$ cat src/svm_pkg.sv
// ----------------------------------------------------------------------------
// svm_pkg: shared types and constants
// opcode codes, status codes, controller command and datapath status structs
// ----------------------------------------------------------------------------
package svm_pkg;

  localparam int MEM_WORDS   = 32768;
  localparam int STACK_DEPTH = 256;
  localparam int NUM_REGS    = 8;

  localparam int AW  = $clog2(MEM_WORDS);
  localparam int SPW = $clog2(STACK_DEPTH);
  localparam int SCW = SPW + 1;
  localparam int RW  = $clog2(NUM_REGS);

  localparam logic [14:0] PC_MASK = 15'h7fff;

  localparam logic [2:0] ST_RUN   = 3'd0;
  localparam logic [2:0] ST_HALT  = 3'd1;
  localparam logic [2:0] ST_BADOP = 3'd2;
  localparam logic [2:0] ST_NOIN  = 3'd3;
  localparam logic [2:0] ST_UNDER = 3'd4;
  localparam logic [2:0] ST_OVER  = 3'd5;

  localparam logic [15:0] OP_HALT = 16'd0;
  localparam logic [15:0] OP_SET  = 16'd1;
  localparam logic [15:0] OP_PUSH = 16'd2;
  localparam logic [15:0] OP_POP  = 16'd3;
  localparam logic [15:0] OP_EQ   = 16'd4;
  localparam logic [15:0] OP_GT   = 16'd5;
  localparam logic [15:0] OP_JMP  = 16'd6;
  localparam logic [15:0] OP_JT   = 16'd7;
  localparam logic [15:0] OP_JF   = 16'd8;
  localparam logic [15:0] OP_ADD  = 16'd9;
  localparam logic [15:0] OP_MULT = 16'd10;
  localparam logic [15:0] OP_MOD  = 16'd11;
  localparam logic [15:0] OP_AND  = 16'd12;
  localparam logic [15:0] OP_OR   = 16'd13;
  localparam logic [15:0] OP_NOT  = 16'd14;
  localparam logic [15:0] OP_RMEM = 16'd15;
  localparam logic [15:0] OP_WMEM = 16'd16;
  localparam logic [15:0] OP_CALL = 16'd17;
  localparam logic [15:0] OP_RET  = 16'd18;
  localparam logic [15:0] OP_OUT  = 16'd19;
  localparam logic [15:0] OP_IN   = 16'd20;
  localparam logic [15:0] OP_NOOP = 16'd21;

  // memory read address source
  typedef enum logic [1:0] {
    MA_PC   = 2'd0,
    MA_PCK  = 2'd1,
    MA_OPB  = 2'd2
  } mem_sel_t;

  // controller to datapath commands
  typedef struct packed {
    logic        load;       // capture input word
    logic        mem_wr_in;  // write memory from input word
    logic        mem_rd;     // issue memory read
    mem_sel_t    mem_sel;
    logic [1:0]  fetch_k;    // instruction word offset
    logic        cap_op;     // capture fetched words
    logic [1:0]  cap_idx;
    logic        cap_data;   // capture rmem data
    logic        stk_rd;     // issue stack read at top
    logic        div_start;
    logic        exec;       // commit instruction
    logic        res_load;   // load result register
  } cmd_t;

  // datapath status to controller
  typedef struct packed {
    logic        is_step;
    logic        running;
    logic [15:0] opcode;
    logic        div_busy;
  } sts_t;

endpackage

$ cat src/svm_ctrl.sv
// ----------------------------------------------------------------------------
// svm_ctrl: instruction sequencer
// steps fetch, operand read, mod divide and commit per accepted step word
// ----------------------------------------------------------------------------
module svm_ctrl (
  input  logic          clk,
  input  logic          rst_n,
  input  logic          in_fire,
  input  logic          out_busy,
  input  logic          out_fire,
  input  svm_pkg::sts_t sts,
  output svm_pkg::cmd_t cmd,
  output logic          idle,
  output logic          res_set
);

  typedef enum logic [8:0] {
    S_IDLE  = 9'b000000001,
    S_DEC   = 9'b000000010,
    S_FETCH = 9'b000000100,
    S_CAP   = 9'b000001000,
    S_RMEM  = 9'b000010000,
    S_RCAP  = 9'b000100000,
    S_DIV   = 9'b001000000,
    S_EXEC  = 9'b010000000,
    S_WAIT  = 9'b100000000
  } state_t;

  state_t state_r, state_nxt;
  logic [1:0] k_r, k_nxt;

  always_comb begin
    state_nxt = state_r;
    k_nxt     = k_r;
    cmd       = '0;
    res_set   = 1'b0;
    unique case (state_r)
      S_IDLE: begin
        if (in_fire) begin
          cmd.load  = 1'b1;
          state_nxt = S_DEC;
        end
      end
      S_DEC: begin
        if (!sts.is_step) begin
          cmd.mem_wr_in = 1'b1;
          state_nxt     = S_EXEC;
        end else if (!sts.running) begin
          state_nxt = S_EXEC;
        end else begin
          k_nxt     = 2'd0;
          state_nxt = S_FETCH;
        end
      end
      S_FETCH: begin
        cmd.mem_rd  = 1'b1;
        cmd.mem_sel = svm_pkg::MA_PCK;
        cmd.fetch_k = k_r;
        state_nxt   = S_CAP;
      end
      S_CAP: begin
        cmd.cap_op  = 1'b1;
        cmd.cap_idx = k_r;
        k_nxt       = k_r + 2'd1;
        if (k_r == 2'd3) begin
          state_nxt = S_RMEM;
        end else begin
          state_nxt = S_FETCH;
        end
      end
      S_RMEM: begin
        cmd.mem_rd  = 1'b1;
        cmd.mem_sel = svm_pkg::MA_OPB;
        cmd.stk_rd  = 1'b1;
        state_nxt   = S_RCAP;
      end
      S_RCAP: begin
        cmd.cap_data = 1'b1;
        if (sts.opcode == svm_pkg::OP_MOD) begin
          cmd.div_start = 1'b1;
          state_nxt     = S_DIV;
        end else begin
          state_nxt = S_EXEC;
        end
      end
      S_DIV: begin
        if (!sts.div_busy) begin
          state_nxt = S_EXEC;
        end
      end
      S_EXEC: begin
        if (!out_busy) begin
          cmd.exec     = 1'b1;
          cmd.res_load = 1'b1;
          res_set      = 1'b1;
          state_nxt    = S_WAIT;
        end
      end
      S_WAIT: begin
        if (out_fire) begin
          state_nxt = S_IDLE;
        end
      end
      default: state_nxt = S_IDLE;
    endcase
  end

  always_ff @(posedge clk) begin
    if (!rst_n) begin
      state_r <= S_IDLE;
      k_r     <= 2'd0;
    end else begin
      state_r <= state_nxt;
      k_r     <= k_nxt;
    end
  end

  assign idle = (state_r == S_IDLE);

endmodule

$ cat config.mk
export PLATFORM = sky130hd
export DESIGN_NAME = svm_ctrl
export DESIGN_NICKNAME = d
export VERILOG_FILES = /design/src/svm_pkg.sv /design/src/svm_ctrl.sv
export SDC_FILE = /design/constraint.sdc
export NUM_CORES = 1
export LEC_CHECK = 0
export ABC_AREA = 1
export BUFFER_PORTS_ARGS = -buffer_cell sky130_fd_sc_hd__buf_4
export CORE_MARGIN = 10
export CORE_UTILIZATION = 49
export CTS_CLUSTER_DIAMETER = 50
export DETAILED_ROUTE_END_ITERATION = 8
export GPL_ROUTABILITY_DRIVEN = 0
export MAX_ROUTING_LAYER = met4
export PLACE_DENSITY = 0.82
export SLEW_MARGIN = 30
export SYNTH_ARGS = -nofsm -noshare
export SYNTH_HDL_FRONTEND = slang
export SYNTH_SLANG_ARGS = --single-unit
export TNS_END_PERCENT = 5
$ cat constraint.sdc
create_clock -name clk -period 3.2 [get_ports clk]
set_input_delay 0.16 -clock clk [delete_from_list [all_inputs] [get_ports clk]]
set_output_delay 0.16 -clock clk [all_outputs]
set_load 0.01 [all_outputs]
==> results.py, run 1 <==
metrics = {
    "logic_synthesis": {
        "avgSynthCellArea_um2": 6.63,
        "ys_types": 22,
        "postSynthCellCount": 135,
        "synth_area_leader_cell": "dfxtp_1",
        "synthTopCellsByArea": "dfxtp_1 (25%), nor2_1 (11%), inv_1 (8.4%)",
        "yosys_register_bits": 11,
        "seq_area_frac_synth": 0.246,
        "syn_area_um2": 895,
        "syn_nets": 160,
        "yosys_warnings": 0,
        "yosysTopAreaCellShare": 0.246,
    },
    "floorplanning": {
        "io_pins": 41,
        "dieArea_mm2": 0.00394,
        "die_height_um": 62.7,
        "die_w_um": 62.7,
        "core-area_mm2": 0.00173,
        "fp-row-count": 15,
        "start_util": 0.518,
    },
    "placed_design": {
        "port_buffers": 40,
        "place_hpwl_mm": 2.12,
        "dp.cells": 197,
        "pre_cts_slack_ns": 1.87,
        "postPlaceCellArea_mm2": 0.00120,
    },
    "routing": {
        "routed_wl_mm": 2.44,
        "drt-initial-drc-count": 24,
        "viasPerCell": 4.80,
        "dr.pass1.iters": 4,
        "met1Wirelength_mm": 1.17,
        "route.detailed.drc": 0,
        "wl_per_cell_um": 12.1,
        "dr_wl_met3_um": 129,
        "vias": 965,
        "postRouteAntennaNets": 0,
        "wl_met2_mm": 1.11,
        "routed.top_layer": "met4",
    },
    "critical_path": {
        "cp_common_cell": "nor2_4",
        "worstPathRequired_ns": 3.04,
        "cp-start-kind": "register",
        "critPathKind": "register to output pin",
        "crit_path_top_delay_cell": "dfxtp_1",
        "r2r-end": "k_r[0]$_SDFFE_PN0P_",
        "crit_path_cell_trace": "nor2_4 > nand2_4 > nor2_4 > nand2_1 > nor2_1 > buf_4",
        "rr_worst_depth": 8,
        "crit_cells": 6,
        "cp-end-kind": "output pin",
        "cp_top_family": "simple AND/OR/NAND/NOR gates",
        "path_max_fanout": 4,
        "path_buf_inv": 1,
        "cp-endpoint": "cmd[1]",
        "startpoint": "state_r[0]$_SDFFE_PN1P_",
        "reg2reg_from": "state_r[4]$_SDFFE_PN0P_",
        "ff2ff_setup_slack_ns": 1.91,
        "cp.arrival_ns": 1.50,
        "slowest_delay_ns": 0.35,
    },
    "power_and_ir_drop": {
        "p_seq_frac": 0.313,
        "swShare": 0.427,
        "p_clk_frac": 0.166,
        "cellLeakagePower_nw": 0.645,
        "combPwrFrac": 0.521,
        "finalPower_mw": 0.568,
        "p_sw_mw": 0.243,
        "powerDensity_mw_per_mm2": 462,
        "peakVddDrop_mv": 0.310,
        "intPower_mw": 0.325,
    },
    "global_route": {
        "antenna_found_initial": 0,
        "grt-ovfl-total": 0,
        "grtUsageTotal": 0.128,
        "grt_max_degree": 9,
        "first_global_vias": 966,
        "grt_pass1_wl_mm": 4.22,
    },
    "cts": {
        "clk-insertion-delay-late_ns": 0.27,
        "cts_root_buf": "clkbuf_4",
        "cts_buffers": 3,
        "holdBufCountCts": 0,
        "cts_buffer_depth": 2,
        "cts_tree": "yes",
        "cts_resized": 0,
        "clkSinkCount": 11,
        "post_cts_buffers": 0,
        "htreeDepth": 1,
        "clk_pin_slew_ns": 0.07,
    },
    "cells_and_area": {
        "utilization": 0.712,
        "area_growth_pct": 37.5,
        "drive_gt1_frac": 0.426,
        "diodes": 0,
        "nNetsFinal": 202,
        "final_area_mm2": 0.00123,
        "final_cells": 201,
    },
    "flow_run": {
        "cap_viol_max_count": 0,
    },
    "timing": {
        "relSlewSlack": 0.818,
        "worst_slack_ns": 1.54,
        "fin_setup_tns_ns": 0,
        "final_hold_viol_count": 0,
        "finalSetupViolCount": 0,
        "tightest_slew_ns": 0.273,
        "fin_crit_ns": 1.66,
        "rsz0062_at_grt": "false",
        "skew_ns": 0.00403,
        "max_clock_freq_mhz": 601,
        "finalCritPeriodShare": 0.520,
        "drv_slew": 0,
        "holdWs_ns": 0.138,
    },
    "outcome": {
        "outcome": "finished clean",
    },
    "worst_hold_path": {
        "hold_class": "input pin to register",
    },
}
## power groups by stage
| stage | Clock (mW) | Combinational [mW] | Sequential [mW] |
|---|---|---|---|
| final | 0.0941 | 0.296 | 0.178 |
| after global routing | 0.105 | 0.329 | 0.180 |
| after CTS | 0.0946 | 0.298 | 0.177 |
| after detailed placement | 0 | 0.297 | 0.180 |
| after global placement | 0 | 0.291 | 0.179 |
| after floorplan | 0 | 0.211 | 0.176 |
## kinds of logic (layout without fill, tap and decap cells)
group	count (synthesis)	in the layout	share of synthesized area
flops	11	11	0.246
simple gates	87	87	0.559
compound gates	6	6	0.0420
buf+inv	30	71	0.138
fa+ha+maj	1	1	0.0140
## area by class of cell
class                           count  area, um2
Tap cell                           25       31.3
Inverter                           27        101
Sequential cell                    11        220
Clock buffer                        4       26.3
Fill cell                         145        497
Multi-Input combinational cell     94        551
Timing Repair Buffer               40        300
## layer usage
layer	track usage	vias to the layer above
met4	0.0363	0
met1	0.154	423
met2	0.208	41
met5	-	-
met3	0.0305	6
li1	-	495
## flip-flops by register name, summed over array words and instances, names as in the netlist
| name | flops |
|---|---|
| k_r | 2 |
| state_r | 9 |
## cells in the final DEF (no fill, tap or decap), types with 3 or more instances in the layout
cell / synthesis / final
a21oi_1: 3 / 3
nand2_1: 20 / 20
nand3_2: 6 / 6
nand3_1: 9 / 9
nor2_4: 4 / 4
nand4_1: 4 / 4
buf_4: 3 / 40
clkbuf_4: 0 / 3
nor2_2: 4 / 4
nand2_4: 4 / 4
dfxtp_1: 11 / 11
inv_2: 7 / 7
nor2_1: 27 / 27
nand2_2: 3 / 3
inv_1: 20 / 20
nor3_1: 3 / 3
## worst min-delay path by stage
| stage | cells past startpoint | endpoint | from |
|---|---|---|---|
| floorplan | 1 | state_r[0]$_SDFFE_PN1P_ | rst_n |
| global placement | 2 | state_r[0]$_SDFFE_PN1P_ | rst_n |
| detailed placement | 2 | state_r[0]$_SDFFE_PN1P_ | rst_n |
| CTS | 2 | state_r[0]$_SDFFE_PN1P_ | rst_n |
| global route | 2 | state_r[0]$_SDFFE_PN1P_ | rst_n |
| finish | 2 | state_r[0]$_SDFFE_PN1P_ | rst_n |
## cell usage after synthesis
master,instances
a21oi_1,3
a21oi_2,1
buf_4,3
dfxtp_1,11
ha_1,1
inv_1,20
inv_2,7
nand2_1,20
nand2_2,3
nand2_4,4
nand3_1,9
nand3_2,6
nand3_4,1
nand4_1,4
nor2_1,27
nor2_2,4
nor2_4,4
nor2_8,1
nor3_1,3
nor3b_1,1
o21ai_1,1
o21ai_2,1
Power figures use the tool's default switching activity.
==> inputs of run 2 (changes only) <==
- CORE_UTILIZATION: 49 -> 46
- PLACE_DENSITY: 0.82 -> 0.78
- clock period: 3.2 -> 1.55 ns (I/O delays scaled with it)
==> results.py, run 2 (synthesis results as in run 1) <==
metrics = {
    "floorplanning": {
        "core-area_mm2": 0.00178,
        "io_pins": 41,
        "dieArea_mm2": 0.00411,
        "die_w_um": 64.1,
        "start_util": 0.502,
        "die_height_um": 64.1,
        "fp-row-count": 15,
    },
    "timing": {
        "fin_setup_tns_ns": 0,
        "max_clock_freq_mhz": 674,
        "final_hold_viol_count": 0,
        "drv_slew": 0,
        "skew_ns": 0.00420,
        "tightest_slew_ns": 0.245,
        "relSlewSlack": 0.836,
        "fin_crit_ns": 1.48,
        "finalSetupViolCount": 0,
        "rsz0062_at_grt": "true",
        "finalCritPeriodShare": 0.958,
    },
    "cts": {
        "htreeDepth": 1,
        "cts_tree": "yes",
        "cts_buffers": 3,
        "cts_buffer_depth": 2,
        "holdBufCountCts": 0,
        "clkSinkCount": 11,
        "clk-insertion-delay-late_ns": 0.27,
        "cts_root_buf": "clkbuf_4",
        "clk_pin_slew_ns": 0.07,
    },
    "critical_path": {
        "path_max_fanout": 7,
        "cp-end-kind": "output pin",
        "critPathKind": "register to output pin",
        "rr_worst_depth": 8,
        "cp.arrival_ns": 1.41,
        "cp-start-kind": "register",
        "worstPathRequired_ns": 1.47,
        "reg2reg_from": "state_r[8]$_SDFFE_PN0P_",
        "r2r-end": "state_r[8]$_SDFFE_PN0P_",
        "ff2ff_setup_slack_ns": 0.20,
    },
    "cells_and_area": {
        "final_common_cell": "buf_4",
        "area_growth_pct": 42.0,
        "largest_reg_flops": 9,
        "nNetsFinal": 205,
        "drive_gt1_frac": 0.469,
        "final_cell_mix": "buf_4 (43), nor2_1 (23), inv_1 (19), nand2_1 (19), dfxtp_1 (11)",
        "reg_top3": "state_r (9), k_r (2)",
        "utilization": 0.712,
        "top_register": "state_r",
        "diodes": 0,
    },
    "worst_hold_path": {
        "min_path_cells": 2,
        "hold_path.startpoint": "rst_n",
        "hold_class": "input pin to register",
        "hold_path_end": "state_r[0]$_SDFFE_PN1P_",
    },
    "global_route": {
        "grtUsageTotal": 0.131,
        "grt_max_degree": 9,
        "first_global_vias": 970,
        "grt-ovfl-total": 0,
        "grt_pass1_wl_mm": 4.37,
        "antenna_found_initial": 0,
    },
    "power_and_ir_drop": {
        "peakVddDrop_mv": 0.672,
        "powerDensity_mw_per_mm2": 1010,
        "cellLeakagePower_nw": 0.657,
    },
    "routing": {
        "postRouteAntennaNets": 0,
        "vias": 996,
        "viasPerCell": 4.88,
        "route.detailed.drc": 0,
        "routed_wl_mm": 2.73,
        "drt-initial-drc-count": 44,
        "wl_per_cell_um": 13.4,
        "dr.pass1.iters": 4,
    },
    "flow_run": {
        "cap_viol_max_count": 0,
    },
    "placed_design": {
        "port_buffers": 40,
        "place_hpwl_mm": 2.27,
    },
    "outcome": {
        "outcome": "finished clean",
    },
}
## run 2: changes by cell type in the layout (fill, tap and decap cells not counted), sizes merged
cell,before,now
buf,40,43
## run 2: report_power, final
| part | internal [mW] | switching, mW | leakage, nW |
|---|---|---|---|
| Clock | 0.0997 | 0.0980 | 0.0150 |
| Combinational | 0.305 | 0.405 | 0.553 |
| Sequential | 0.320 | 0.0482 | 0.0893 |
| Total | 0.725 | 0.551 | 0.657 |
## run 2: worst max-delay path by stage
stage                                 start      end  slack (ns)
finish              state_r[8]$_SDFFE_PN0P_  cmd[14]        0.07
global route        state_r[8]$_SDFFE_PN0P_  cmd[14]       -0.04
CTS                 state_r[0]$_SDFFE_PN1P_  res_set       0.002
detailed placement  state_r[0]$_SDFFE_PN1P_  res_set        0.24
global placement    state_r[0]$_SDFFE_PN1P_   cmd[1]        0.30
floorplan           state_r[0]$_SDFFE_PN1P_   cmd[0]        0.28
## run 2: final cells by class
| class | count | area [um2] |
|---|---|---|
| tap | 25 | 31.3 |
| sequential | 11 | 220 |
| multi-input combinational | 94 | 568 |
| clock buffer | 4 | 26.3 |
| timing repair buffer | 43 | 323 |
| fill | 158 | 513 |
| inverter | 27 | 101 |
## run 2: repair_timing
action / in CTS / in global routing
pin swaps: 0 / 4
setup endpoints to repair: 3 / 10
resized for setup: 1 / 6
buffers inserted: 0 / 3
## run 2: critical path: stages (launching register included)
cell and delay [ns]:
dfxtp_1 0.35, inv_2 0.14, nand3_1 0.13, nor2_2 0.16
nand2_1 0.13, nor2_1 0.11, buf_4 0.13
## run 2: layer usage
| layer | part of all wire | vias to the layer above | global-route usage |
|---|---|---|---|
| li1 | - | 502 | - |
| met1 | 0.46 | 444 | 0.154 |
| met2 | 0.45 | 46 | 0.208 |
| met3 | 0.078 | 4 | 0.0453 |
| met4 | 0.0084 | 0 | 0.0374 |
| met5 | 0 | - | - |
## run 2: per-stage QoR
stage          instance area (um2)  setup slack (ns)  power [mW]  hold WS, ns  std cells
2_1_floorplan                  895             0.280       0.800        0.162        135
3_3_place_gp                  1200             0.298       0.982        0.324        197
3_5_place_dp                  1200             0.244       0.995        0.326        197
4_1_cts                       1230           0.00189        1.19       0.0527        201
5_1_grt                       1270           -0.0398        1.36       0.0374        204
6_report                      1270            0.0658        1.28       0.0547        204
==> inputs of run 3 (changes only) <==
- CORE_ASPECT_RATIO: not set -> 2
- CORE_UTILIZATION: 46 -> 33
- PLACE_DENSITY: 0.78 -> 0.59
==> results.py, run 3 (synthesis results as in run 1) <==
metrics = {
    "floorplanning": {
        "core-area_mm2": 0.00257,
        "die_height_um": 93.6,
        "io_pins": 41,
        "die_w_um": 56.8,
        "fp-row-count": 26,
        "start_util": 0.348,
        "dieArea_mm2": 0.00532,
    },
    "critical_path": {
        "crit_path_top_delay_cell": "dfxtp_1",
        "cp-start-kind": "register",
        "r2r-end": "state_r[7]$_SDFFE_PN0P_",
        "crit_path_cell_trace": "nor2_4 > nand2_4 > nor2_4 > nand2_1 > nor2_2 > buf_4",
        "worstPathRequired_ns": 1.47,
        "critPathKind": "register to output pin",
        "cp-end-kind": "output pin",
        "rr_worst_depth": 9,
        "path_max_fanout": 4,
        "cp-endpoint": "cmd[1]",
        "reg2reg_from": "state_r[8]$_SDFFE_PN0P_",
        "cp_common_cell": "nor2_4",
        "cp.arrival_ns": 1.39,
        "ff2ff_setup_slack_ns": 0.16,
        "startpoint": "state_r[1]$_SDFFE_PN0P_",
        "slowest_delay_ns": 0.34,
    },
    "cells_and_area": {
        "final_common_cell": "buf_4",
        "drive_gt1_frac": 0.444,
        "area_growth_pct": 42.1,
        "diodes": 0,
        "nNetsFinal": 204,
        "top_register": "state_r",
        "final_area_mm2": 0.00127,
        "reg_top3": "state_r (9), k_r (2)",
        "largest_reg_flops": 9,
        "final_cell_mix": "buf_4 (42), nor2_1 (26), inv_1 (20), nand2_1 (20), dfxtp_1 (11)",
    },
    "placed_design": {
        "place_hpwl_mm": 2.49,
        "port_buffers": 40,
        "pre_cts_slack_ns": 0.242,
        "postPlaceCellArea_mm2": 0.00121,
    },
    "cts": {
        "clkSinkCount": 11,
        "cts_buffer_depth": 2,
        "clk_pin_slew_ns": 0.05,
        "htreeDepth": 1,
        "cts_buffers": 3,
        "clk-insertion-delay-late_ns": 0.25,
        "cts_root_buf": "clkbuf_8",
        "cts_tree": "yes",
        "holdBufCountCts": 0,
    },
    "worst_hold_path": {
        "hold_class": "input pin to register",
    },
    "global_route": {
        "grtUsageTotal": 0.108,
        "antenna_found_initial": 0,
        "first_global_vias": 998,
        "grt_pass1_wl_mm": 4.51,
        "grt-ovfl-total": 0,
        "grt_max_degree": 9,
    },
    "timing": {
        "final_hold_viol_count": 0,
        "fin_crit_ns": 1.47,
        "relSlewSlack": 0.818,
        "tightest_slew_ns": 0.270,
        "drv_slew": 0,
        "holdWs_ns": 0.0818,
        "rsz0062_at_grt": "true",
        "max_clock_freq_mhz": 679,
        "worst_slack_ns": 0.0782,
        "finalSetupViolCount": 0,
        "skew_ns": 0.00358,
        "finalCritPeriodShare": 0.950,
    },
    "routing": {
        "vias": 981,
        "routed_wl_mm": 2.80,
        "route.detailed.drc": 0,
        "wl_per_cell_um": 13.6,
        "dr.pass1.iters": 4,
        "viasPerCell": 4.76,
        "drt-initial-drc-count": 10,
        "postRouteAntennaNets": 0,
    },
    "outcome": {
        "outcome": "finished clean",
    },
    "power_and_ir_drop": {
        "cellLeakagePower_nw": 0.665,
        "peakVddDrop_mv": 0.698,
        "powerDensity_mw_per_mm2": 1050,
    },
    "flow_run": {
        "cap_viol_max_count": 0,
    },
}
-- run 3: cell types whose count changed in the layout (fill, tap and decap cells not counted), sizes merged --
cell	delta
clkbuf	-1
buf	-1
clkinv	+1
-- run 3: worst max-delay path: cells and delay by family (launching register included) --
family | cells | cell delay [ns]
DFF | 1 | 0.34
buffers and inverters | 1 | 0.14
and+or+nand+nor | 5 | 0.67
-- run 3: per-layer routing --
metal | share of wire | global-route usage | routed length (um) | vias to the layer above
met5 | 0 | - | 0 | -
met4 | 0.020 | 0.0531 | 55 | 0
met3 | 0.059 | 0.0298 | 165 | 5
met2 | 0.56 | 0.204 | 1560 | 38
met1 | 0.36 | 0.0926 | 1020 | 435
li1 | - | - | - | 503
-- run 3: repair_timing --
| item | 4_1_cts | 5_1_grt |
|---|---|---|
| setup buffers | 0 | 2 |
| resized for setup | 1 | 0 |
| pin swaps | 0 | 2 |
| setup endpoints to repair | 3 | 4 |
-- run 3: how the worst min path moves through the flow --
stage	startpoint	endpoint	slack, ns	cells after the start
final	rst_n	state_r[0]$_SDFFE_PN1P_	0.08	2
after global routing	rst_n	state_r[0]$_SDFFE_PN1P_	0.09	2
after CTS	rst_n	state_r[0]$_SDFFE_PN1P_	0.08	2
after detailed placement	rst_n	state_r[0]$_SDFFE_PN1P_	0.34	2
after global placement	rst_n	state_r[0]$_SDFFE_PN1P_	0.34	2
after floorplan	rst_n	state_r[0]$_SDFFE_PN1P_	0.16	1
-- run 3: final cells by class --
cell class / instances / area [um2]
clock buffers: 3 / 41.3
fillers: 284 / 1300
flip-flops and latches: 11 / 220
multi-input cells: 94 / 553
clock inverters: 1 / 5.00
repair buffers: 42 / 315
well taps: 28 / 35.0
inverters: 27 / 101
-- run 3: stage by stage --
step | std cells | TNS (ns) | utilization | power (mW)
finish | 206 | 0 | 0.495 | 1.33
global route | 206 | -0.0115 | 0.495 | 1.41
CTS | 204 | 0 | 0.489 | 1.30
detailed placement | 200 | 0 | 0.470 | 1.01
global placement | 200 | 0 | 0.470 | 1.00
floorplan | 135 | 0 | - | 0.800
-- run 3: report_power, final --
group	switching, mW	internal (mW)
registers	0.0446	0.321
clock network	0.122	0.178
logic	0.381	0.285
total	0.547	0.783
